## src/sv/block_rms_peak_level_meter_unit_macros.svh

```systemverilog
// ---------------------------------------------------------------------------
// Level meter assertion macros
// Concurrent check helpers clocked on clk_i and disabled while rst_ni is low.
// ---------------------------------------------------------------------------
`ifndef BLOCK_RMS_PEAK_LEVEL_METER_UNIT_MACROS_SVH
`define BLOCK_RMS_PEAK_LEVEL_METER_UNIT_MACROS_SVH

`ifndef SYNTHESIS
// Check that a property holds at every clock edge out of reset
`define LMU_ASSERT(name, prop) \
  name: assert property (@(posedge clk_i) disable iff (!rst_ni) prop) \
    else $error("level meter check failed");
// Check that a condition never occurs out of reset
`define LMU_NEVER(name, cond) \
  name: assert property (@(posedge clk_i) disable iff (!rst_ni) !(cond)) \
    else $error("level meter forbidden condition seen");
`else
`define LMU_ASSERT(name, prop)
`define LMU_NEVER(name, cond)
`endif

`endif

```

## src/sv/lmu_pkg.sv

```systemverilog
// ---------------------------------------------------------------------------
// Level meter package
// Widths, register codes and the request types of the root unit.
// ---------------------------------------------------------------------------
package lmu_pkg;

  // Field and datapath widths
  localparam int SAMPLE_BITS   = 16;
  localparam int COUNT_BITS    = 16;
  localparam int COEF_BITS     = 16;
  localparam int LEVEL_BITS    = 16;
  localparam int ACC_BITS      = 48;
  localparam int CFG_IDX_BITS  = 2;
  localparam int CFG_DATA_BITS = 16;

  // Divide / square root unit widths
  localparam int DIVISOR_BITS = COUNT_BITS + 1;
  localparam int ROOT_BITS    = ACC_BITS / 2;
  localparam int ALU_BITS     = ROOT_BITS + 3;
  localparam int STEP_BITS    = $clog2(ACC_BITS);

  // Level ceiling and reset block size
  localparam logic [LEVEL_BITS-1:0]    LEVEL_MAX      = LEVEL_BITS'(1 << (SAMPLE_BITS - 1));
  localparam logic [CFG_DATA_BITS-1:0] BLOCK_SIZE_RST = CFG_DATA_BITS'(480);

  // Mode codes
  localparam logic MODE_RMS  = 1'b0;
  localparam logic MODE_PEAK = 1'b1;

  // Configuration register indexes
  typedef enum logic [CFG_IDX_BITS-1:0] {
    REG_MODE       = 2'd0,
    REG_BLOCK_SIZE = 2'd1,
    REG_ATTACK     = 2'd2,
    REG_DECAY      = 2'd3
  } cfg_reg_e;

  // Request into the root unit
  typedef struct packed {
    logic                    start;
    logic [ACC_BITS-1:0]     dividend;
    logic [DIVISOR_BITS-1:0] divisor;
  } root_req_t;

  // Status out of the root unit
  typedef struct packed {
    logic busy;
    logic done;
  } root_sts_t;

endpackage

```

## src/sv/lmu_if.sv

```systemverilog
// ---------------------------------------------------------------------------
// Level meter channels
// Valid/ready channels for samples, levels and register writes.
// ---------------------------------------------------------------------------
interface lmu_sample_if;
  logic                                      valid;
  logic                                      ready;
  logic signed [lmu_pkg::SAMPLE_BITS-1:0]    sample;
  modport source (output valid, output sample, input ready);
  modport sink   (input valid, input sample, output ready);
endinterface

interface lmu_level_if;
  logic                              valid;
  logic                              ready;
  logic [lmu_pkg::LEVEL_BITS-1:0]    level;
  modport source (output valid, output level, input ready);
  modport sink   (input valid, input level, output ready);
endinterface

interface lmu_cfg_if;
  logic                                 valid;
  logic                                 ready;
  logic [lmu_pkg::CFG_IDX_BITS-1:0]     index;
  logic [lmu_pkg::CFG_DATA_BITS-1:0]    data;
  modport source (output valid, output index, output data, input ready);
  modport sink   (input valid, input index, input data, output ready);
endinterface

```

## src/sv/lmu_root.sv

```systemverilog
// ---------------------------------------------------------------------------
// Level meter root unit
// Restoring divide of the block sum by the sample count, then a digit-by-digit
// integer square root of the quotient, both on one shared subtractor.
// ---------------------------------------------------------------------------
module lmu_root (
  input  logic                                clk_i,
  input  logic                                rst_ni,
  input  lmu_pkg::root_req_t                  req_i,
  output lmu_pkg::root_sts_t                  sts_o,
  output logic [lmu_pkg::ROOT_BITS-1:0]       root_o
);

  typedef enum logic [1:0] {
    ST_IDLE,
    ST_DIV,
    ST_SQRT,
    ST_DONE
  } state_e;

  state_e                               state_q, state_d;
  logic [lmu_pkg::STEP_BITS-1:0]        step_q, step_d;
  logic [lmu_pkg::DIVISOR_BITS-1:0]     divisor_q, divisor_d;
  logic [lmu_pkg::ACC_BITS-1:0]         quo_q, quo_d;
  logic [lmu_pkg::ALU_BITS-1:0]         rem_q, rem_d;
  logic [lmu_pkg::ROOT_BITS-1:0]        root_q, root_d;

  logic [lmu_pkg::ALU_BITS-1:0]         op_a, op_b, rem_next;
  logic [lmu_pkg::ALU_BITS:0]           diff;
  logic                                 ge;

  // Select the operands of the shared subtractor
  always_comb begin
    if (state_q == ST_DIV) begin
      op_a = lmu_pkg::ALU_BITS'({rem_q[lmu_pkg::DIVISOR_BITS-1:0],
                                  quo_q[lmu_pkg::ACC_BITS-1]});
      op_b = lmu_pkg::ALU_BITS'(divisor_q);
    end else begin
      op_a = {rem_q[lmu_pkg::ALU_BITS-3:0], quo_q[lmu_pkg::ACC_BITS-1 -: 2]};
      op_b = lmu_pkg::ALU_BITS'({root_q, 2'b01});
    end
  end

  // Trial subtract; keep the difference when it does not borrow
  assign diff     = {1'b0, op_a} - {1'b0, op_b};
  assign ge       = ~diff[lmu_pkg::ALU_BITS];
  assign rem_next = ge ? diff[lmu_pkg::ALU_BITS-1:0] : op_a;

  // Sequence the divide steps, then the root steps
  always_comb begin
    state_d   = state_q;
    step_d    = step_q;
    divisor_d = divisor_q;
    quo_d     = quo_q;
    rem_d     = rem_q;
    root_d    = root_q;
    unique case (state_q)
      ST_IDLE: begin
        if (req_i.start) begin
          quo_d     = req_i.dividend;
          divisor_d = req_i.divisor;
          rem_d     = '0;
          step_d    = '0;
          state_d   = ST_DIV;
        end
      end
      ST_DIV: begin
        rem_d  = rem_next;
        quo_d  = {quo_q[lmu_pkg::ACC_BITS-2:0], ge};
        step_d = step_q + 1'b1;
        if (step_q == lmu_pkg::STEP_BITS'(lmu_pkg::ACC_BITS - 1)) begin
          rem_d   = '0;
          root_d  = '0;
          step_d  = '0;
          state_d = ST_SQRT;
        end
      end
      ST_SQRT: begin
        rem_d  = rem_next;
        root_d = {root_q[lmu_pkg::ROOT_BITS-2:0], ge};
        quo_d  = {quo_q[lmu_pkg::ACC_BITS-3:0], 2'b00};
        step_d = step_q + 1'b1;
        if (step_q == lmu_pkg::STEP_BITS'(lmu_pkg::ROOT_BITS - 1)) begin
          state_d = ST_DONE;
        end
      end
      ST_DONE: begin
        state_d = ST_IDLE;
      end
      default: begin
        state_d = ST_IDLE;
      end
    endcase
  end

  // Hold sequencer state
  always_ff @(posedge clk_i or negedge rst_ni) begin
    if (!rst_ni) begin
      state_q <= ST_IDLE;
      step_q  <= '0;
    end else begin
      state_q <= state_d;
      step_q  <= step_d;
    end
  end

  // Hold the working operands
  always_ff @(posedge clk_i) begin
    divisor_q <= divisor_d;
    quo_q     <= quo_d;
    rem_q     <= rem_d;
    root_q    <= root_d;
  end

  assign sts_o.busy = (state_q == ST_DIV) || (state_q == ST_SQRT);
  assign sts_o.done = (state_q == ST_DONE);
  assign root_o     = root_q;

endmodule

```

## src/sv/block_rms_peak_level_meter_unit.sv

```systemverilog
// ---------------------------------------------------------------------------
// Block RMS / peak level meter
// Gathers samples into blocks, forms the block RMS or peak and smooths it
// into a level with separate attack and decay weights.
// ---------------------------------------------------------------------------
// Usage:
//   in_i  carries signed samples; out_o carries one smoothed level per
//   finished block; cfg_i writes mode, block_size, attack_coeff and
//   decay_coeff (index 0..3) and is always ready. Write registers only while
//   the meter is idle.
//   A sample that does not end a block passes through accept, square and
//   accumulate; in_i.ready is low meanwhile.
//   A block end in peak mode goes on from accumulate through multiply and update.
//   A block end in RMS mode also waits on the root unit before that: its
//   subtractor runs 48 divide steps, 24 square root steps and a finishing state.
//   The level sits in an output register, so the next samples are taken
//   while it waits; only the next level stalls until out_o takes the last.
//   Reset clears the count, the sum and the level, sets block_size to 480,
//   mode to RMS and both weights to zero.
// ---------------------------------------------------------------------------
`include "block_rms_peak_level_meter_unit_macros.svh"

module block_rms_peak_level_meter_unit (
  input  logic          clk_i,
  input  logic          rst_ni,
  lmu_cfg_if.sink       cfg_i,
  lmu_sample_if.sink    in_i,
  lmu_level_if.source   out_o
);

  localparam int PROD_BITS = lmu_pkg::LEVEL_BITS + lmu_pkg::COEF_BITS;
  localparam logic [PROD_BITS:0] HALF = (PROD_BITS + 1)'(1) << (lmu_pkg::COEF_BITS - 1);

  typedef enum logic [2:0] {
    ST_IDLE,
    ST_SQUARE,
    ST_ACCUM,
    ST_ROOT,
    ST_MULT,
    ST_UPDATE
  } state_e;

  // Configuration registers
  logic                                mode_q;
  logic [lmu_pkg::CFG_DATA_BITS-1:0]   bsize_q;
  logic [lmu_pkg::COEF_BITS-1:0]       attack_q;
  logic [lmu_pkg::COEF_BITS-1:0]       decay_q;

  // Control and state
  state_e                              state_q, state_d;
  logic [lmu_pkg::COUNT_BITS-1:0]      count_q, count_d;
  logic [lmu_pkg::ACC_BITS-1:0]        acc_q, acc_d;
  logic [lmu_pkg::LEVEL_BITS-1:0]      smooth_q, smooth_d;
  logic [lmu_pkg::LEVEL_BITS-1:0]      level_q, level_d;
  logic                                out_valid_q, out_valid_d;

  // Datapath registers
  logic [lmu_pkg::SAMPLE_BITS-1:0]     sample_q, sample_d;
  logic [lmu_pkg::SAMPLE_BITS-1:0]     mag_q, mag_d;
  logic [2*lmu_pkg::SAMPLE_BITS-1:0]   sq_q, sq_d;
  logic [lmu_pkg::LEVEL_BITS-1:0]      value_q, value_d;
  logic                                fall_q, fall_d;
  logic [PROD_BITS-1:0]                prod_q, prod_d;

  // Combinational helpers
  logic [lmu_pkg::SAMPLE_BITS-1:0]     mag;
  logic [lmu_pkg::ACC_BITS-1:0]        acc_next;
  logic [lmu_pkg::COUNT_BITS-1:0]      count_next;
  logic [lmu_pkg::CFG_DATA_BITS-1:0]   bsize_eff;
  logic                                block_end;
  logic                                fall;
  logic [lmu_pkg::LEVEL_BITS-1:0]      diff;
  logic [lmu_pkg::COEF_BITS-1:0]       coeff;
  logic [PROD_BITS:0]                  rounded;
  logic [lmu_pkg::LEVEL_BITS:0]        step_t;
  logic [lmu_pkg::LEVEL_BITS:0]        new_level;
  logic                                load_out;

  lmu_pkg::root_req_t                  root_req;
  lmu_pkg::root_sts_t                  root_sts;
  logic [lmu_pkg::ROOT_BITS-1:0]       root;

  // Clamp a block value to the level ceiling
  function automatic logic [lmu_pkg::LEVEL_BITS-1:0] sat_level(
    input logic [lmu_pkg::ACC_BITS-1:0] v
  );
    if (v > lmu_pkg::ACC_BITS'(lmu_pkg::LEVEL_MAX)) begin
      return lmu_pkg::LEVEL_MAX;
    end
    return v[lmu_pkg::LEVEL_BITS-1:0];
  endfunction

  // Write configuration registers
  always_ff @(posedge clk_i or negedge rst_ni) begin
    if (!rst_ni) begin
      mode_q   <= lmu_pkg::MODE_RMS;
      bsize_q  <= lmu_pkg::BLOCK_SIZE_RST;
      attack_q <= '0;
      decay_q  <= '0;
    end else if (cfg_i.valid) begin
      unique case (lmu_pkg::cfg_reg_e'(cfg_i.index))
        lmu_pkg::REG_MODE:       mode_q   <= cfg_i.data[0];
        lmu_pkg::REG_BLOCK_SIZE: bsize_q  <= cfg_i.data;
        lmu_pkg::REG_ATTACK:     attack_q <= cfg_i.data[lmu_pkg::COEF_BITS-1:0];
        lmu_pkg::REG_DECAY:      decay_q  <= cfg_i.data[lmu_pkg::COEF_BITS-1:0];
        default:                 mode_q   <= mode_q;
      endcase
    end
  end

  assign cfg_i.ready = 1'b1;

  // Take the magnitude of the held sample
  assign mag = sample_q[lmu_pkg::SAMPLE_BITS-1] ? (~sample_q + 1'b1) : sample_q;

  // Add the square, or keep the larger magnitude
  assign acc_next = (mode_q == lmu_pkg::MODE_RMS)
                  ? (acc_q + lmu_pkg::ACC_BITS'(sq_q))
                  : ((lmu_pkg::ACC_BITS'(mag_q) > acc_q) ? lmu_pkg::ACC_BITS'(mag_q) : acc_q);

  // Detect the end of a block; a zero block size acts as one
  assign count_next = count_q + 1'b1;
  assign bsize_eff  = (bsize_q == '0) ? lmu_pkg::CFG_DATA_BITS'(1) : bsize_q;
  assign block_end  = (count_next == '0) || (32'(count_next) >= 32'(bsize_eff));

  // Request the mean square root at the end of an RMS block
  assign root_req.start    = (state_q == ST_ACCUM) && block_end && (mode_q == lmu_pkg::MODE_RMS);
  assign root_req.dividend = acc_next;
  assign root_req.divisor  = (count_next == '0)
                           ? {1'b1, {lmu_pkg::COUNT_BITS{1'b0}}}
                           : {1'b0, count_next};

  lmu_root u_root (
    .clk_i  (clk_i),
    .rst_ni (rst_ni),
    .req_i  (root_req),
    .sts_o  (root_sts),
    .root_o (root)
  );

  // Pick the weight and distance toward the old level
  assign fall  = value_q < smooth_q;
  assign diff  = fall ? (smooth_q - value_q) : (value_q - smooth_q);
  assign coeff = fall ? decay_q : attack_q;

  // Round the weighted step half up and move from the block value
  assign rounded   = {1'b0, prod_q} + HALF;
  assign step_t    = rounded[PROD_BITS:lmu_pkg::COEF_BITS];
  assign new_level = fall_q ? ({1'b0, value_q} + step_t) : ({1'b0, value_q} - step_t);
  assign load_out  = (state_q == ST_UPDATE) && (!out_valid_q || out_o.ready);

  // Sequence each sample through square and accumulate, and a block end through root (RMS only) and smoothing
  always_comb begin
    state_d     = state_q;
    count_d     = count_q;
    acc_d       = acc_q;
    smooth_d    = smooth_q;
    level_d     = level_q;
    out_valid_d = out_valid_q && !out_o.ready;
    sample_d    = sample_q;
    mag_d       = mag_q;
    sq_d        = sq_q;
    value_d     = value_q;
    fall_d      = fall_q;
    prod_d      = prod_q;
    unique case (state_q)
      ST_IDLE: begin
        if (in_i.valid) begin
          sample_d = in_i.sample;
          state_d  = ST_SQUARE;
        end
      end
      ST_SQUARE: begin
        mag_d   = mag;
        sq_d    = {{lmu_pkg::SAMPLE_BITS{1'b0}}, mag} * {{lmu_pkg::SAMPLE_BITS{1'b0}}, mag};
        state_d = ST_ACCUM;
      end
      ST_ACCUM: begin
        if (block_end) begin
          count_d = '0;
          acc_d   = '0;
          if (mode_q == lmu_pkg::MODE_RMS) begin
            state_d = ST_ROOT;
          end else begin
            value_d = sat_level(acc_next);
            state_d = ST_MULT;
          end
        end else begin
          count_d = count_next;
          acc_d   = acc_next;
          state_d = ST_IDLE;
        end
      end
      ST_ROOT: begin
        if (root_sts.done) begin
          value_d = sat_level(lmu_pkg::ACC_BITS'(root));
          state_d = ST_MULT;
        end
      end
      ST_MULT: begin
        fall_d  = fall;
        prod_d  = {{lmu_pkg::LEVEL_BITS{1'b0}}, coeff} * {{lmu_pkg::COEF_BITS{1'b0}}, diff};
        state_d = ST_UPDATE;
      end
      ST_UPDATE: begin
        if (load_out) begin
          smooth_d    = new_level[lmu_pkg::LEVEL_BITS-1:0];
          level_d     = new_level[lmu_pkg::LEVEL_BITS-1:0];
          out_valid_d = 1'b1;
          state_d     = ST_IDLE;
        end
      end
      default: begin
        state_d = ST_IDLE;
      end
    endcase
  end

  // Hold state and the output register
  always_ff @(posedge clk_i or negedge rst_ni) begin
    if (!rst_ni) begin
      state_q     <= ST_IDLE;
      count_q     <= '0;
      acc_q       <= '0;
      smooth_q    <= '0;
      level_q     <= '0;
      out_valid_q <= 1'b0;
    end else begin
      state_q     <= state_d;
      count_q     <= count_d;
      acc_q       <= acc_d;
      smooth_q    <= smooth_d;
      level_q     <= level_d;
      out_valid_q <= out_valid_d;
    end
  end

  // Hold datapath operands
  always_ff @(posedge clk_i) begin
    sample_q <= sample_d;
    mag_q    <= mag_d;
    sq_q     <= sq_d;
    value_q  <= value_d;
    fall_q   <= fall_d;
    prod_q   <= prod_d;
  end

  assign in_i.ready  = (state_q == ST_IDLE);
  assign out_o.valid = out_valid_q;
  assign out_o.level = level_q;

  // Root unit is working or finishing while the sequencer waits on it
  `LMU_ASSERT(a_root_wait, (state_q == ST_ROOT) |-> (root_sts.busy || root_sts.done))
  // A root request only reaches an idle unit
  `LMU_ASSERT(a_root_start_idle, root_req.start |-> !(root_sts.busy || root_sts.done))
  // A loaded level is offered in the next cycle
  `LMU_ASSERT(a_load_valid, load_out |=> out_valid_q)
  // The offered level never exceeds the ceiling
  `LMU_NEVER(a_level_range, out_valid_q && (level_q > lmu_pkg::LEVEL_MAX))

endmodule
```

## src/flat_wrapper.sv

```systemverilog
// flat-port wrapper written by rule: the top's interface ports become plain ports
module block_rms_peak_level_meter_unit_flat 
  (clk_i, rst_ni, cfg_i_valid, cfg_i_index, cfg_i_data, cfg_i_ready, in_i_valid, in_i_sample, in_i_ready, out_o_valid, out_o_level, out_o_ready);
  lmu_cfg_if cfg_i_i ();
  lmu_sample_if in_i_i ();
  lmu_level_if out_o_i ();
  input  logic clk_i;
  input  logic rst_ni;
  input wire logic [$bits(cfg_i_i.valid)-1:0] cfg_i_valid;
  input wire logic [$bits(cfg_i_i.index)-1:0] cfg_i_index;
  input wire logic [$bits(cfg_i_i.data)-1:0] cfg_i_data;
  output wire logic [$bits(cfg_i_i.ready)-1:0] cfg_i_ready;
  input wire logic [$bits(in_i_i.valid)-1:0] in_i_valid;
  input wire logic [$bits(in_i_i.sample)-1:0] in_i_sample;
  output wire logic [$bits(in_i_i.ready)-1:0] in_i_ready;
  output wire logic [$bits(out_o_i.valid)-1:0] out_o_valid;
  output wire logic [$bits(out_o_i.level)-1:0] out_o_level;
  input wire logic [$bits(out_o_i.ready)-1:0] out_o_ready;
  assign cfg_i_i.valid = cfg_i_valid;
  assign cfg_i_i.index = cfg_i_index;
  assign cfg_i_i.data = cfg_i_data;
  assign cfg_i_ready = cfg_i_i.ready;
  assign in_i_i.valid = in_i_valid;
  assign in_i_i.sample = in_i_sample;
  assign in_i_ready = in_i_i.ready;
  assign out_o_valid = out_o_i.valid;
  assign out_o_level = out_o_i.level;
  assign out_o_i.ready = out_o_ready;
  block_rms_peak_level_meter_unit u_core (.clk_i(clk_i), .rst_ni(rst_ni), .cfg_i(cfg_i_i), .in_i(in_i_i), .out_o(out_o_i));
endmodule
```

## config.mk

```make
export PLATFORM = sky130hd
export DESIGN_NAME = block_rms_peak_level_meter_unit_flat
export DESIGN_NICKNAME = d
export VERILOG_FILES = /design/src/sv/lmu_pkg.sv /design/src/sv/lmu_if.sv /design/src/sv/lmu_root.sv /design/src/sv/block_rms_peak_level_meter_unit.sv /design/src/flat_wrapper.sv
export VERILOG_INCLUDE_DIRS = /design/src /design/src/sv
export SDC_FILE = /design/constraint.sdc
export NUM_CORES = 2
export LEC_CHECK = 0
export ABC_CLOCK_PERIOD_IN_PS = 12900
export BUFFER_PORTS_ARGS = -buffer_cell sky130_fd_sc_hd__buf_2
export CAP_MARGIN = 0
export CORE_UTILIZATION = 35
export CTS_CLUSTER_DIAMETER = 150
export DETAILED_ROUTE_END_ITERATION = 6
export GPL_TIMING_DRIVEN = 0
export PLACE_DENSITY = 0.49
export SYNTH_ARGS = -nofsm -noshare
export SYNTH_HDL_FRONTEND = slang
export SYNTH_SLANG_ARGS = --single-unit
```

## constraint.sdc

```tcl
create_clock -name clk_i -period 12.9 [get_ports clk_i]
set_input_delay 1.29 -clock clk_i [delete_from_list [all_inputs] [get_ports clk_i]]
set_output_delay 1.29 -clock clk_i [all_outputs]
set_load 0.005 [all_outputs]
```

==> results_dict.tcl <==
set metrics [dict create \
    synth_common_cells "586 x inv_1, 363 x nand2_1, 361 x fa_1, 346 x ha_1, 342 x nor2_1" \
    synthArstFlopShare 0.402 \
    cts_buffers 45 \
    synth-seq-area-share 0.263 \
    ys_top_cells_by_area "fa_1 19%, edfxtp_1 17%, ha_1 12%" \
    startpoint_type "flop" \
    cts_sinks 351 \
    via_count 28400 \
    grt_usage 0.210 \
    setup_violations 0 \
    arrival_ps 11710 \
    clk_transition_reported_paths_ps 60 \
    worstSkewPairLatency_ps 610 \
    ios 58 \
    maxCapViolCount 0 \
    initial_core_util 0.354 \
    fillerInstances 10800 \
    path_max_fanout 10 \
    cts.path.max_buffers 3 \
    endpoint_kind "flop" \
    ys_seq_elements 351 \
    root_buffer "clkbuf_16" \
    overflow 0 \
    outcome "complete, but fails checks" \
    dp_hpwl_mm 91.3 \
    num_rows 119 \
    cp_common_cell "fa_1" \
    via_per_inst 5.17 \
    dr.pass1.iters 7 \
    rsz0062_at_grt "false" \
    die_area_sq_mm 0.108 \
    grt_start_max_net_pins 106 \
    core_area_sq_mm 0.106 \
    cts_resized 0 \
    crit_type "reg -> reg" \
    final.setup.tns_ps 0 \
    synth_top_area_frac 0.193 \
    crit_path_max_incr_delay_ps 1100 \
    ys_warn_count 0 \
    cts_htree_levels 2 \
    ys_types 85 \
    hold_path_class "reg -> reg" \
    synth-edff-count 210 \
    avgSynthCellArea_sq_um 9.47 \
    crit_path_top_delay_cell "xnor2_1" \
    area_growth_pct 10.2 \
    synth_cells 3950 \
    synth_top_flop_cell "edfxtp_1" \
    gp_congestion 0.878 \
    drc_errors 2 \
    drtIter0Drc 1722 \
    fin_nets 4816 \
    worst-slew-pin-transition_ps 1430 \
    grt_pass1_vias 29000 \
    finalHoldViolCount 0 \
    antenna_found_initial 7 \
    synth_area_leader_cell "fa_1" \
    min_period_ps 11390 \
    cts_tree "yes" \
    cts_setup_buffers 0 \
    die_y_um 329 \
    drive_gt1_frac 0.0718 \
    cts_hold_buf 0 \
    fmax_mhz 87.8 \
    finalCritPeriodShare 0.883 \
    yosysMostFrequentCell "inv_1" \
    cp.required_ps 13220 \
    violations "design-rule violations" \
    slew_headroom 0.0424 \
    drt-wirelength-per-cell_um 20.4 \
    port_buffers 56 \
    ant_nets 0 \
    syn_area_sq_mm 0.0374 \
    fin_skew_ps 46.1 \
    die_w_um 329 \
    slew_violations 0 \
    grt_pass1_wl_mm 174 \
    wl_mm 112 \
]
registers in the layout, indices dropped and copies added (netlist names), 17 cells and up:
register,cells
u_core.acc_q,48
u_core.prod_q,17
u_core.sq_q,31
u_core.u_root.divisor_q,17
u_core.u_root.quo_q,48
u_core.u_root.rem_q,25
u_core.u_root.root_o,24
stage by stage:
stage          cells  instance area, sq um  utilization  setup WS (ps)  hold WS, ps
2_1_floorplan   3961                 37500            -           3310          424
3_3_place_gp    5408                 39500        0.374           1580          475
3_5_place_dp    5414                 39600        0.375           1600          477
4_1_cts         5497                 41200        0.390           1520          494
5_1_grt         5497                 41200        0.390           1030          506
6_report        5499                 41200        0.390           1510          476
worst paths after layout:
| path | start | end | slack, ps | cells after the start |
|---|---|---|---|---|
| worst max-delay path | u_core.value_q[13] | u_core.prod_q[31] | 1510 | 38 |
| worst min-delay path | u_core.sample_q[0] | u_core.sq_q[0] | 480 | 0 |
| worst max register to register | u_core.value_q[13] | u_core.prod_q[31] | 1510 | 38 |
| worst min register to register | u_core.sample_q[0] | u_core.sq_q[0] | 480 | 0 |
| max in group asynchronous | rst_ni | u_core.attack_q[2] | 11290 | 2 |
| min in group asynchronous | rst_ni | u_core.u_root.step_q[3] | 580 | 1 |
placed cells by master (no fill, tap or decap), types with 48 or more instances in the layout:
cell type and count:
nor3_1 53, a21oi_1 152, inv_1 585, ha_1 346, mux2_2 101, and2_1 50, dfrtp_1 137, clkbuf_16 48
edfxtp_1 210, xnor2_1 133, nand3_1 60, a21o_1 70, xor2_1 68, o21ai_0 131, nor2_1 340, buf_2 68
mux2i_1 72, fa_1 361, nand2_1 363, clkbuf_1 118
worst max-delay path: cells and delay by family, from the launching register on:
family                   cells  cell delay [ps]
AO/OA/AOI/OAI               17             3920
adder cells (fa/ha/maj)      8             3880
XOR/XNOR                     2             1180
buffers and inverters        8             1110
flip-flops                   1              450
AND/OR/NAND/NOR              2              360
multiplexers                 1              160
per-layer routing:
| layer | up-vias | part of all wire | GRT usage |
|---|---|---|---|
| met1 | 14200 | 0.43 | 0.267 |
| met5 | - | 0.00011 | 0 |
| li1 | 13500 | - | - |
| met3 | 156 | 0.036 | 0.0197 |
| met4 | 2 | 0.033 | 0.0623 |
| met2 | 560 | 0.50 | 0.374 |
logic make-up (layout without fill, tap and decap cells):
kind of cell,count (synthesis),count (layout),synth area share
xor gates and xnor gates,202,202,0.0473
buffers and inverters,736,881,0.0748
other,2,15,0.000201
adders and majority gates,707,707,0.309
DFF,351,351,0.263
and+or+nand+nor,1121,1121,0.140
muxes,173,173,0.0496
AOI/OAI and AO/OA,658,658,0.117
area by class of cell:
cell class	count	area [sq um]	share of cell area
Timing Repair Buffer	62	415	0.0101
Buffer	139	558	0.0135
Clock buffer	57	1250	0.0304
Inverter	597	2240	0.0544
Clock inverter	26	332	0.00804
Antenna cell	2	5.00	0.000121
Sequential cell	351	9840	0.239
Tap cell	1391	1740	0.0422
Multi-Input combinational cell	2874	24800	0.603
Power is not shown: default switching activity piles up to over one toggle a cycle in this logic, so the estimate is an artifact.
